==> src/hw/rtl/kgis_pkg.sv <==
// Shared types, constants and helpers for the keyed group index scanner.
`timescale 1ns / 1ps

package kgis_pkg;

  // Field widths
  localparam int unsigned SizeBits  = 24;
  localparam int unsigned CountBits = 17;
  localparam int unsigned HashBits  = 32;
  localparam int unsigned IdxBits   = 2;

  // Default width of the reported group offset
  localparam int unsigned OFFSET_BITS_DEF = 24;

  // FNV-1a constants
  localparam logic [HashBits-1:0] FNV_BASIS = 32'h811C_9DC5;
  localparam logic [HashBits-1:0] FNV_PRIME = 32'h0100_0193;

  // Register indexes on the configuration port
  localparam logic [IdxBits-1:0] REG_DATA_SIZE   = 2'd0;
  localparam logic [IdxBits-1:0] REG_GROUP_COUNT = 2'd1;

  // Result status codes
  localparam logic [1:0] ST_ENTRY    = 2'd0;
  localparam logic [1:0] ST_BAD_LEAD = 2'd1;
  localparam logic [1:0] ST_TRUNC    = 2'd2;

  // Parse phase of the scanner
  typedef enum logic [2:0] {
    PH_LEAD  = 3'd0,
    PH_KEY   = 3'd1,
    PH_COUNT = 3'd2,
    PH_CLEN  = 3'd3,
    PH_CBODY = 3'd4
  } phase_e;

  // One result transaction
  typedef struct packed {
    logic [HashBits-1:0] hash;
    logic [SizeBits-1:0] offset;
    logic [1:0]          status;
    logic                final_res;
  } res_t;

  // UTF-8 sequence length from its lead byte, zero for an invalid lead
  function automatic logic [2:0] lead_len(input logic [7:0] b);
    logic [2:0] len;
    if ((b & 8'h80) == 8'h00) begin
      len = 3'd1;
    end else if ((b & 8'hE0) == 8'hC0) begin
      len = 3'd2;
    end else if ((b & 8'hF0) == 8'hE0) begin
      len = 3'd3;
    end else if ((b & 8'hF8) == 8'hF0) begin
      len = 3'd4;
    end else begin
      len = 3'd0;
    end
    return len;
  endfunction

endpackage

==> src/hw/rtl/kgis_out_reg.sv <==
// Output register holding one result transaction until the sink takes it.
`timescale 1ns / 1ps

module kgis_out_reg (
  input  logic          clk_i,
  input  logic          rst_ni,
  input  logic          load_i,
  input  kgis_pkg::res_t res_i,
  output logic          free_o,
  output logic          valid_o,
  input  logic          ready_i,
  output kgis_pkg::res_t res_o
);
  import kgis_pkg::*;

  logic valid_q, valid_d;
  res_t res_q;

  // Free when empty or being drained this cycle
  assign free_o = !valid_q || ready_i;

  always_comb begin
    valid_d = valid_q;
    if (load_i) begin
      valid_d = 1'b1;
    end else if (ready_i) begin
      valid_d = 1'b0;
    end
  end

  always_ff @(posedge clk_i or negedge rst_ni) begin
    if (!rst_ni) begin
      valid_q <= 1'b0;
    end else begin
      valid_q <= valid_d;
    end
  end

  // Payload, no reset
  always_ff @(posedge clk_i) begin
    if (load_i) begin
      res_q <= res_i;
    end
  end

  assign valid_o = valid_q;
  assign res_o   = res_q;

`ifndef SYNTHESIS
  a_load_when_free: assert property (@(posedge clk_i) disable iff (!rst_ni)
    load_i |-> (!valid_q || ready_i))
    else $error("result loaded over an untaken result");
  a_load_shows: assert property (@(posedge clk_i) disable iff (!rst_ni)
    load_i |=> valid_q)
    else $error("loaded result not shown");
  a_drain_empties: assert property (@(posedge clk_i) disable iff (!rst_ni)
    (valid_q && ready_i && !load_i) |=> !valid_q)
    else $error("taken result still shown");
`endif

endmodule

==> src/hw/rtl/kgis_scan.sv <==
// Input register and per-byte group parser with FNV-1a hashing.
`timescale 1ns / 1ps

module kgis_scan #(
  parameter int unsigned OFFSET_BITS = kgis_pkg::OFFSET_BITS_DEF
) (
  input  logic                               clk_i,
  input  logic                               rst_ni,
  input  logic                               in_valid_i,
  input  logic [7:0]                         in_byte_i,
  output logic                               in_ready_o,
  input  logic                               out_free_i,
  input  logic                               cfg_we_i,
  input  logic [kgis_pkg::IdxBits-1:0]       cfg_idx_i,
  input  logic [kgis_pkg::SizeBits-1:0]      cfg_data_i,
  output logic                               res_valid_o,
  output kgis_pkg::res_t                     res_o
);
  import kgis_pkg::*;

  // Stored group start is the narrower of OFFSET_BITS and SizeBits
  localparam int unsigned GsBits = (OFFSET_BITS < SizeBits) ? OFFSET_BITS : SizeBits;

  // Input register
  logic       in_valid_q, in_valid_d;
  logic [7:0] in_byte_q;
  logic       fire;

  // Configuration
  logic [SizeBits-1:0]  data_size_q;
  logic [CountBits-1:0] group_count_q;
  logic                 restart;

  // Scan state
  phase_e               phase_q, phase_d;
  logic [SizeBits-1:0]  position_q, position_d;
  logic [CountBits-1:0] groups_done_q, groups_done_d;
  logic [HashBits-1:0]  hash_q, hash_d;
  logic [1:0]           key_left_q, key_left_d;
  logic [7:0]           cand_left_q, cand_left_d;
  logic [7:0]           body_left_q, body_left_d;
  logic [GsBits-1:0]    group_start_q, group_start_d;
  logic                 stopped_q, stopped_d;

  // Decoded conditions
  logic                 active;
  logic [2:0]           len;
  logic [1:0]           len_m1;
  logic [SizeBits:0]    pos_w, size_w;
  logic [SizeBits-1:0]  pos_inc;
  logic                 lim_hit, lead_bad, lead_trunc, pos_end;
  logic                 clen_bad, key_last, body_last, cand_last;
  logic [CountBits:0]   groups_inc;
  logic [HashBits-1:0]  mix;
  logic [HashBits-1:0]  hash_next;
  logic                 emit_entry, emit_err1, emit_err2, stop_quiet;
  logic [GsBits-1:0]    res_start;

  // Input handshake: a byte is processed whenever the result side has room
  assign fire       = in_valid_q && out_free_i;
  assign in_ready_o = !in_valid_q || fire;

  always_comb begin
    in_valid_d = in_valid_q;
    if (in_valid_i && in_ready_o) begin
      in_valid_d = 1'b1;
    end else if (fire) begin
      in_valid_d = 1'b0;
    end
  end

  always_ff @(posedge clk_i or negedge rst_ni) begin
    if (!rst_ni) begin
      in_valid_q <= 1'b0;
    end else begin
      in_valid_q <= in_valid_d;
    end
  end

  always_ff @(posedge clk_i) begin
    if (in_valid_i && in_ready_o) begin
      in_byte_q <= in_byte_i;
    end
  end

  // Register writes; a write to a known register restarts the scan
  assign restart = cfg_we_i && (cfg_idx_i == REG_DATA_SIZE || cfg_idx_i == REG_GROUP_COUNT);

  always_ff @(posedge clk_i or negedge rst_ni) begin
    if (!rst_ni) begin
      data_size_q   <= '0;
      group_count_q <= '0;
    end else if (cfg_we_i) begin
      unique case (cfg_idx_i)
        REG_DATA_SIZE:   data_size_q   <= cfg_data_i;
        REG_GROUP_COUNT: group_count_q <= cfg_data_i[CountBits-1:0];
        default: ;
      endcase
    end
  end

  // Shared decode
  assign active     = fire && !stopped_q;
  assign len        = lead_len(in_byte_q);
  assign len_m1     = 2'(len - 3'd1);
  assign pos_w      = {1'b0, position_q};
  assign size_w     = {1'b0, data_size_q};
  assign pos_inc    = position_q + 1'b1;
  assign lim_hit    = (groups_done_q >= group_count_q) || (position_q >= data_size_q);
  assign lead_bad   = (len == 3'd0);
  assign lead_trunc = (pos_w + (SizeBits+1)'(len) + 1'b1) > size_w;
  assign pos_end    = pos_inc >= data_size_q;
  assign clen_bad   = (in_byte_q == 8'd0) ||
                      (({1'b0, pos_inc} + (SizeBits+1)'(in_byte_q)) > size_w);
  assign key_last   = (key_left_q == 2'd1);
  assign body_last  = (body_left_q == 8'd1);
  assign cand_last  = (cand_left_q == 8'd1);
  assign groups_inc = {1'b0, groups_done_q} + 1'b1;

  // FNV-1a step; a lead byte starts from the offset basis
  assign mix       = ((phase_q == PH_LEAD) ? FNV_BASIS : hash_q) ^ HashBits'(in_byte_q);
  assign hash_next = HashBits'(mix * FNV_PRIME);

  // Events of this byte
  always_comb begin
    emit_entry = 1'b0;
    emit_err1  = 1'b0;
    emit_err2  = 1'b0;
    stop_quiet = 1'b0;
    if (active) begin
      unique case (phase_q)
        PH_LEAD: begin
          stop_quiet = lim_hit;
          emit_err1  = !lim_hit && lead_bad;
          emit_err2  = !lim_hit && !lead_bad && lead_trunc;
        end
        PH_COUNT: begin
          emit_entry = (in_byte_q == 8'd0);
          emit_err2  = (in_byte_q != 8'd0) && pos_end;
        end
        PH_CLEN: begin
          emit_err2 = clen_bad;
        end
        PH_CBODY: begin
          emit_entry = body_last && cand_last;
          emit_err2  = body_last && !cand_last && pos_end;
        end
        default: ;
      endcase
    end
  end

  // Next phase
  always_comb begin
    phase_d = phase_q;
    if (restart) begin
      phase_d = PH_LEAD;
    end else if (active) begin
      if (emit_entry || emit_err1 || emit_err2) begin
        phase_d = PH_LEAD;
      end else begin
        unique case (phase_q)
          PH_LEAD:  if (!lim_hit) phase_d = (len_m1 != 2'd0) ? PH_KEY : PH_COUNT;
          PH_KEY:   if (key_last) phase_d = PH_COUNT;
          PH_COUNT: phase_d = PH_CLEN;
          PH_CLEN:  phase_d = PH_CBODY;
          PH_CBODY: if (body_last) phase_d = PH_CLEN;
          default:  phase_d = PH_LEAD;
        endcase
      end
    end
  end

  // Datapath and counters
  always_comb begin
    position_d    = position_q;
    groups_done_d = groups_done_q;
    hash_d        = hash_q;
    key_left_d    = key_left_q;
    cand_left_d   = cand_left_q;
    body_left_d   = body_left_q;
    group_start_d = group_start_q;
    stopped_d     = stopped_q;
    if (restart) begin
      position_d    = '0;
      groups_done_d = '0;
      hash_d        = FNV_BASIS;
      key_left_d    = '0;
      cand_left_d   = '0;
      body_left_d   = '0;
      group_start_d = '0;
      stopped_d     = 1'b0;
    end else if (active) begin
      unique case (phase_q)
        PH_LEAD: begin
          if (!lim_hit) begin
            group_start_d = position_q[GsBits-1:0];
            if (!lead_bad && !lead_trunc) begin
              hash_d     = hash_next;
              position_d = pos_inc;
              key_left_d = len_m1;
            end
          end
        end
        PH_KEY: begin
          hash_d     = hash_next;
          position_d = pos_inc;
          key_left_d = key_left_q - 1'b1;
        end
        PH_COUNT: begin
          position_d  = pos_inc;
          cand_left_d = in_byte_q;
        end
        PH_CLEN: begin
          position_d  = pos_inc;
          body_left_d = in_byte_q;
        end
        PH_CBODY: begin
          position_d  = pos_inc;
          body_left_d = body_left_q - 1'b1;
          if (body_last) begin
            cand_left_d = cand_left_q - 1'b1;
          end
        end
        default: ;
      endcase
      if (emit_entry) begin
        groups_done_d = groups_inc[CountBits-1:0];
      end
      if (stop_quiet || emit_err1 || emit_err2 || (emit_entry && res_o.final_res)) begin
        stopped_d = 1'b1;
      end
    end
  end

  always_ff @(posedge clk_i or negedge rst_ni) begin
    if (!rst_ni) begin
      phase_q       <= PH_LEAD;
      position_q    <= '0;
      groups_done_q <= '0;
      hash_q        <= FNV_BASIS;
      key_left_q    <= '0;
      cand_left_q   <= '0;
      body_left_q   <= '0;
      group_start_q <= '0;
      stopped_q     <= 1'b0;
    end else begin
      phase_q       <= phase_d;
      position_q    <= position_d;
      groups_done_q <= groups_done_d;
      hash_q        <= hash_d;
      key_left_q    <= key_left_d;
      cand_left_q   <= cand_left_d;
      body_left_q   <= body_left_d;
      group_start_q <= group_start_d;
      stopped_q     <= stopped_d;
    end
  end

  // Result of this byte; a lead-byte error reports the lead's own offset
  assign res_start   = (phase_q == PH_LEAD) ? position_q[GsBits-1:0] : group_start_q;
  assign res_valid_o = emit_entry || emit_err1 || emit_err2;

  always_comb begin
    res_o.offset = SizeBits'(res_start);
    if (emit_entry) begin
      res_o.hash      = (hash_q == '0) ? HashBits'(1) : hash_q;
      res_o.status    = ST_ENTRY;
      res_o.final_res = (groups_inc >= {1'b0, group_count_q}) || pos_end;
    end else begin
      res_o.hash      = '0;
      res_o.status    = emit_err1 ? ST_BAD_LEAD : ST_TRUNC;
      res_o.final_res = 1'b1;
    end
  end

`ifndef SYNTHESIS
  a_entry_hash_nonzero: assert property (@(posedge clk_i) disable iff (!rst_ni)
    (res_valid_o && res_o.status == ST_ENTRY) |-> (res_o.hash != '0))
    else $error("entry result with zero hash");
  a_error_is_final: assert property (@(posedge clk_i) disable iff (!rst_ni)
    (res_valid_o && res_o.status != ST_ENTRY) |-> (res_o.final_res && res_o.hash == '0))
    else $error("error result not final or with hash");
  a_final_stops: assert property (@(posedge clk_i) disable iff (!rst_ni)
    (res_valid_o && res_o.final_res && !cfg_we_i) |=> stopped_q)
    else $error("scan not stopped after final result");
  a_quiet_when_stopped: assert property (@(posedge clk_i) disable iff (!rst_ni)
    stopped_q |-> !res_valid_o)
    else $error("result while scan stopped");
  a_stop_holds: assert property (@(posedge clk_i) disable iff (!rst_ni)
    (stopped_q && !restart) |=> stopped_q)
    else $error("scan resumed without register write");
`endif

endmodule

==> src/hw/rtl/keyed_group_index_scanner.sv <==
// Top level of the keyed group index scanner.
`timescale 1ns / 1ps

// Usage:
//   s_axis carries the group area, one byte per transaction, from offset zero.
//   m_axis carries one result per complete group (hash, start offset) or one
//   error result; tuser holds the status, tlast marks the result ending the scan.
//   cfg_we_i/cfg_idx_i/cfg_data_i write data_size (index 0) or group_count
//   (index 1); either write restarts the scan from offset zero. Write only
//   while no byte is in flight and no result is waiting.
// Path: an accepted byte waits in the input register of kgis_scan, and its
//   result is loaded into the kgis_out_reg result register that drives m_axis.
// Throughput: one byte per cycle unless m_axis stalls; each byte takes one
//   parser pass and one constant FNV multiply between input and result regs.
// Reset: both registers are zero, so the first byte stops the scan silently
//   until the registers are written.
// Stall: while m_axis_tready is low and a result waits, the parser holds and
//   s_axis_tready drops once the input register is full; bytes after a stop
//   are still accepted and discarded.
module keyed_group_index_scanner #(
  parameter int unsigned OFFSET_BITS = kgis_pkg::OFFSET_BITS_DEF
) (
  input  logic                          clk_i,
  input  logic                          rst_ni,
  // s_axis_tdata: [7:0] data_byte
  input  logic                          s_axis_tvalid,
  output logic                          s_axis_tready,
  input  logic [7:0]                    s_axis_tdata,
  // m_axis_tdata: [31:0] entry_hash, [55:32] entry_offset
  output logic                          m_axis_tvalid,
  input  logic                          m_axis_tready,
  output logic [55:0]                   m_axis_tdata,
  // m_axis_tuser: [1:0] status
  output logic [1:0]                    m_axis_tuser,
  output logic                          m_axis_tlast,
  input  logic                          cfg_we_i,
  input  logic [kgis_pkg::IdxBits-1:0]  cfg_idx_i,
  input  logic [kgis_pkg::SizeBits-1:0] cfg_data_i
);
  import kgis_pkg::*;

  logic out_free;
  logic res_valid;
  res_t res;
  res_t out_res;

  // Byte parser
  kgis_scan #(
    .OFFSET_BITS(OFFSET_BITS)
  ) u_scan (
    .clk_i      (clk_i),
    .rst_ni     (rst_ni),
    .in_valid_i (s_axis_tvalid),
    .in_byte_i  (s_axis_tdata),
    .in_ready_o (s_axis_tready),
    .out_free_i (out_free),
    .cfg_we_i   (cfg_we_i),
    .cfg_idx_i  (cfg_idx_i),
    .cfg_data_i (cfg_data_i),
    .res_valid_o(res_valid),
    .res_o      (res)
  );

  // Result register
  kgis_out_reg u_out (
    .clk_i  (clk_i),
    .rst_ni (rst_ni),
    .load_i (res_valid),
    .res_i  (res),
    .free_o (out_free),
    .valid_o(m_axis_tvalid),
    .ready_i(m_axis_tready),
    .res_o  (out_res)
  );

  assign m_axis_tdata = {out_res.offset, out_res.hash};
  assign m_axis_tuser = out_res.status;
  assign m_axis_tlast = out_res.final_res;

endmodule
==> config.mk <==
export PLATFORM = sky130hd
export DESIGN_NAME = keyed_group_index_scanner
export DESIGN_NICKNAME = d
export VERILOG_FILES = /design/src/hw/rtl/kgis_pkg.sv /design/src/hw/rtl/kgis_out_reg.sv /design/src/hw/rtl/kgis_scan.sv /design/src/hw/rtl/keyed_group_index_scanner.sv
export SDC_FILE = /design/constraint.sdc
export NUM_CORES = 1
export LEC_CHECK = 0
export ABC_CLOCK_PERIOD_IN_PS = 16200
export BUFFER_PORTS_ARGS = -buffer_cell sky130_fd_sc_hd__clkbuf_2
export CORE_MARGIN = 2
export CORE_UTILIZATION = 48
export DETAILED_ROUTE_END_ITERATION = 16
export GPL_TIMING_DRIVEN = 0
export MAX_ROUTING_LAYER = met4
export PLACE_DENSITY_LB_ADDON = 0.05
export SYNTH_ARGS = -nofsm -noshare
export SYNTH_HDL_FRONTEND = slang
export SYNTH_SLANG_ARGS = --single-unit
export TNS_END_PERCENT = 10
==> constraint.sdc <==
create_clock -name clk_i -period 16.2 [get_ports clk_i]
set_input_delay 3.24 -clock clk_i [delete_from_list [all_inputs] [get_ports clk_i]]
set_output_delay 3.24 -clock clk_i [all_outputs]
set_load 0.05 [all_outputs]
# == Yosys cells after proc, flatten, opt, wreduce, memory -nomap -nowiden ==
# Index checks and enable logic that the tools add are counted.
# word_totals
regBits,229
word_cells,177
output_inout_bits,61
# op_classes
eq_ne,18
muxes,61
bitwise,2
multipliers,1
addsub,9
n_lt_le_gt_ge,6
n_reduce_logical,61
# op_table
operator,n
two-way mux 24 bit,9
two-way mux 32 bit,5
one-hot mux 32 bit (2 select lines),1
two-way mux 17 bit,3
greater-than comparator 25 x 24 -> 1 bit,2
greater-or-equal comparator 24 bit,2
one-hot mux 24 bit (2 select lines),1
two-way mux 8 bit,5
zero test 32 bit,1
"multiplier 32 x 25 -> 32 bit, second input constant",1
one-hot mux 8 bit (2 select lines),2
XOR 32 x 8 -> 32 bit,1
two-way mux 3 bit,10
adder 24 x 3 -> 25 bit,1
adder 24 x 8 -> 25 bit,1
"adder 25 x 1 -> 25 bit, second input constant",1
"adder 24 x 1 -> 24 bit, second input constant",1
"adder 17 x 1 -> 18 bit, second input constant",1
greater-or-equal comparator 18 x 17 -> 1 bit,1
greater-or-equal comparator 17 bit,1
"== test 8 x 1 -> 1 bit, second input constant",2
zero test 8 bit,2
"subtractor 8 x 1 -> 8 bit, second input constant",2
two-way mux 1 bit,15
other kinds (31),87

# == Logic depth before layout (Yosys ltp) ==
# logic_depth
ltp_word,16
mapped_depth,31
depth_no_buf,28

# == By module ==
# Synthesis repeated with hierarchy kept, for this count alone.
# hier_totals
cells_unflattened,2306
hier_area_um2,20692.3
# by_module_without_submodules
module,area_each_um2,cells_per_inst,instances,seq_area_each_um2
kgis_scan,18873.1,2244,1,4286.6
kgis_out_reg,1819.2,62,1,1796.7

# == Worst setup path before layout ==
# Ideal clock, no wire load.
# synth_timing
path_type,input port to output port
start,input port m_axis_tready
end,output port s_axis_tready
setup_slack_ps,9237
required_ps,12960
stages,1
t_arrival_ps,3723
n_path_buf,0
path_cell_list,nand3b_1
# synth_via
elab_chain_len,3
# synth_lines
element,line_no,rtl
from (decl),keyed_group_index_scanner.sv:31,"input logic m_axis_tready,"
logical OR 1 bit,kgis_out_reg.sv:20,assign free_o = !valid_q || ready_i;
logical AND 1 bit,kgis_scan.sv:60,assign fire = in_valid_q && out_free_i;
logical OR 1 bit,kgis_scan.sv:61,assign in_ready_o = !in_valid_q || fire;
to (decl),keyed_group_index_scanner.sv:27,"output logic s_axis_tready,"
# No other way between the ends.

# == Final worst setup path ==
# layout_timing
start,register u_scan.phase_q[2]
end,register u_scan.hash_q[30]
# layout_via
elab_chain_len,9
elab_cells_between_ends,14
# layout_lines
element,line_no,rtl
from (decl),kgis_scan.sv:35,"phase_e phase_q, phase_d;"
from (signal assigned),kgis_scan.sv:248,phase_q <= phase_d;
zero test 3 bit,"kgis_scan.sv:121, kgis_scan.sv:194",
two-way mux 32 bit,kgis_scan.sv:121,assign mix = ((phase_q == PH_LEAD) ? FNV_BASIS : hash_q) ^ HashBits'(in_byte_q);
XOR 32 x 8 -> 32 bit,kgis_scan.sv:121,
multiplier 32 x 25 -> 32 bit,kgis_scan.sv:122,assign hash_next = HashBits'(mix * FNV_PRIME);
two-way mux 32 bit,kgis_scan.sv:198,if (!lead_bad && !lead_trunc) begin
two-way mux 32 bit,kgis_scan.sv:196,if (!lim_hit) begin
one-hot mux 32 bit (2 select lines),kgis_scan.sv:194,unique case (phase_q)
two-way mux 32 bit,kgis_scan.sv:193,end else if (active) begin
two-way mux 32 bit,kgis_scan.sv:184,if (restart) begin
to (signal assigned),kgis_scan.sv:251,hash_q <= hash_d;
to (decl),kgis_scan.sv:38,"logic [HashBits-1:0] hash_q, hash_d;"
# Several ways; a longest one is shown, not always the timed one. The select of a mux whose other input is x is not followed.
# A chain may end at the register's enable or synchronous reset.

==> flow_metrics.env <==
export IMPL_floorplan_initialDensity_pct=48.5
export IMPL_grt_met3_usage_pct=2.10
export IMPL_port_buffers=99
export IMPL_diodes=0
export IMPL_post_route_drc_count=0
export IMPL_yosys_warnings=0
export IMPL_first_iter_violations=1111
export IMPL_grt_pass1_wl_mm=92.4
export IMPL_htree_levels=1
export IMPL_num_rows=76
export IMPL_status="complete, no violations"
export IMPL_postSynthCellCount=2274
export IMPL_area_growth_pct=10.6
export IMPL_grt_pass1_vias=16500
export IMPL_clkSinkCount=229
export IMPL_worst_setup_path_type="flip-flop to flip-flop"
export IMPL_clkSlewWorstSetupHoldPaths_ps=60
export IMPL_post_cts_resized=0
export IMPL_postCtsSetupRepairBufs=0
export IMPL_drive_above_1_share_pct=9.08
export IMPL_synth_edff_count=67
export IMPL_hold_viol_final=0
export IMPL_setup_viol=0
export IMPL_grt_max_degree=83
export IMPL_dpl_cell_area_sq_um=22100
export IMPL_die_area_sq_um=45000
export IMPL_crit_path_top_delay_cell="xnor2_1"
export IMPL_die_y_um=212
export IMPL_cp_arrival_ps=8670
export IMPL_globalRouteTotalUtil_pct=27.5
export IMPL_finalWirelength_mm=58.9
export IMPL_ys_seq_area_share_pct=29.3
export IMPL_synth_seq_cells=229
export IMPL_clockRootBuffer="clkbuf_16"
export IMPL_ios=100
export IMPL_hp_class="flip-flop to flip-flop"
export IMPL_fmax_ghz=0.121
export IMPL_path_common_cell="inv_1"
export IMPL_dp_hpwl_mm=47.2
export IMPL_tightestPinTransition_ps=1450
export IMPL_period_share_pct=50.8
export IMPL_fin_skew_ps=12.3
export IMPL_cp_end_kind="flip-flop"
export IMPL_cts_max_path_buffers=3
export IMPL_worstSetupStartpointType="flip-flop"
export IMPL_routabilityCongestion=0.903
export IMPL_multi_input_area_sq_um=13000
export IMPL_synth_cell_types=74
export IMPL_grt_setup_unrepaired="no"
export IMPL_seqCellArea_sq_um=6080
export IMPL_clk_latency_ps=550
export IMPL_grt_overflow_total=0
export IMPL_syn_nets=2726
export IMPL_postSynthAreaPerCell_sq_um=9.14
export IMPL_via_per_inst=5.46
export IMPL_async_reset_ff_share_pct=70.7
export IMPL_antenna_left=0
export IMPL_maxCapViolCount=0
export IMPL_nFillCells=4014
export IMPL_vias=16400
export IMPL_use_met1_pct=34.1
export IMPL_synth_flop_cell="dfrtp_1"
export IMPL_cpPeakStageDelay_ps=1110
export IMPL_antenna_found_initial=1
export IMPL_first_pass_iters=5
export IMPL_grt_busiest_layer="met2"
export IMPL_path_max_fanout=10
export IMPL_routedWlPerCell_um=19.6
export IMPL_finalSetupTns_ps=0
export IMPL_finalCriticalPeriod_ps=8240
export IMPL_cts_made_buffers=26
export IMPL_final_max_slew_violation_count=0
export IMPL_cp_data_required_time_ps=16630
export IMPL_die_w_um=212
export IMPL_design_area_sq_um=23000
export IMPL_num_nets_final=2855
export IMPL_relSlewSlack_pct=2.55
export IMPL_cts_hold_buffers_added=0
export IMPL_design_core_area_sq_um=42900
export IMPL_use_met2_pct=47.8
export IMPL_synth_cell_area_sq_um=20800
export IMPL_cts_tree="done"
[state kept, by name, indices dropped and copies added, names as in the netlist, 2 cells and up]
| register | count |
|---|---|
| u_out.res_o | 59 |
| u_scan.hash_q | 32 |
| u_scan.body_left_q | 8 |
| u_scan.key_left_q | 2 |
| u_scan.position_q | 24 |
| u_scan.group_count_q | 17 |
| u_scan.phase_q | 3 |
| u_scan.groups_done_q | 17 |
| u_scan.cand_left_q | 8 |
| u_scan.data_size_q | 24 |
| u_scan.in_byte_q | 8 |
| u_scan.group_start_q | 24 |
[synthesized netlist by cell type, drive strengths merged, types with 9 or more instances]
cell	number	area (sq um)
xor2	61	534
a21oi	85	425
nand2	242	918
buf	26	174
nor3	31	178
and3	21	131
a211oi	21	158
a21o	23	173
xnor2	77	674
mux2	18	203
nand2b	26	163
dfstp	14	368
mux2i	26	260
nand3	34	188
and2	57	357
nand4	39	289
fa	76	1520
o31ai	25	188
o211ai	9	67.6
dfrtp	148	3700
edfxtp	67	2010
nor2b	13	81.3
o21ai	107	536
nor2	132	495
ha	337	4220
nor4	26	229
clkbuf	53	199
a31oi	16	100
inv	353	1330
o21a	19	143
[critical path, delay by kind of cell (launching register included)]
kind,cells,cell delay [ps]
xor+xnor,1,1110
fa+ha+maj,8,2950
simple gates,5,990
buf+inv,9,1150
compound gates,6,1570
flops,1,360
[metal layers]
| metal | share of wire, % | up-vias | wire [um] |
|---|---|---|---|
| met5 | 0 | - | 0 |
| met4 | 3.1 | 0 | 1830 |
| met3 | 3.9 | 99 | 2290 |
| met2 | 50 | 410 | 29200 |
| met1 | 43 | 7951 | 25500 |
| li1 | - | 7977 | - |
[cell families after synthesis]
| group | Yosys count | share of synthesized area, % |
|---|---|---|
| AO/OA/AOI/OAI | 365 | 11.1 |
| XOR/XNOR | 138 | 5.82 |
| adder cells (fa/ha/maj) | 413 | 27.6 |
| buffers and inverters | 432 | 8.17 |
| flip-flops | 229 | 29.3 |
| multiplexers | 44 | 2.23 |
| AND/OR/NAND/NOR | 653 | 15.9 |
[per-stage QoR]
stage                     setup slack, ps  hold WS (ps)  std cells  util (%)
after global placement               7900           486       2958      51.3
after detailed placement             8070           490       2960      51.5
after CTS                            8060           504       3008      53.6
after global routing                 7510           522       3008      53.6
final                                7960           504       3008      53.6
after floorplan                      9240           456       2274         -
[final timing paths]
kind                            slack [ps]                     from  depth (start not counted)                        to
worst max-delay path                  7960        u_scan.phase_q[2]                         29         u_scan.hash_q[30]
worst min-delay path                   500  u_scan.group_count_q[4]                          1   u_scan.group_count_q[4]
worst max register to register        7960        u_scan.phase_q[2]                         29         u_scan.hash_q[30]
worst min register to register         500  u_scan.group_count_q[4]                          1   u_scan.group_count_q[4]
max in group asynchronous            12560                   rst_ni                          2         u_scan.hash_q[10]
min in group asynchronous             2720                   rst_ni                          1  u_scan.groups_done_q[11]
[layout make-up]
type	count	area share [%]
sequential	229	26.5
multi-input combinational	1613	56.6
tap	585	3.18
timing repair buffer	101	2.35
clock buffer	30	3.03
buffer	79	1.62
clock inverter	18	0.974
inverter	353	5.76
[cell usage in the layout (no fill, tap or decap), drive strengths merged, types with 67 or more instances in the layout]
cell type / instances
o21ai: 107
nor2: 132
xnor2: 77
fa: 76
dfrtp: 148
ha: 337
inv: 353
a21oi: 85
edfxtp: 67
clkbuf: 182
nand2: 242
Power is left out: the tool's default activity adds up to more than one toggle a clock period on the data nets, which glitch-free logic cannot reach.
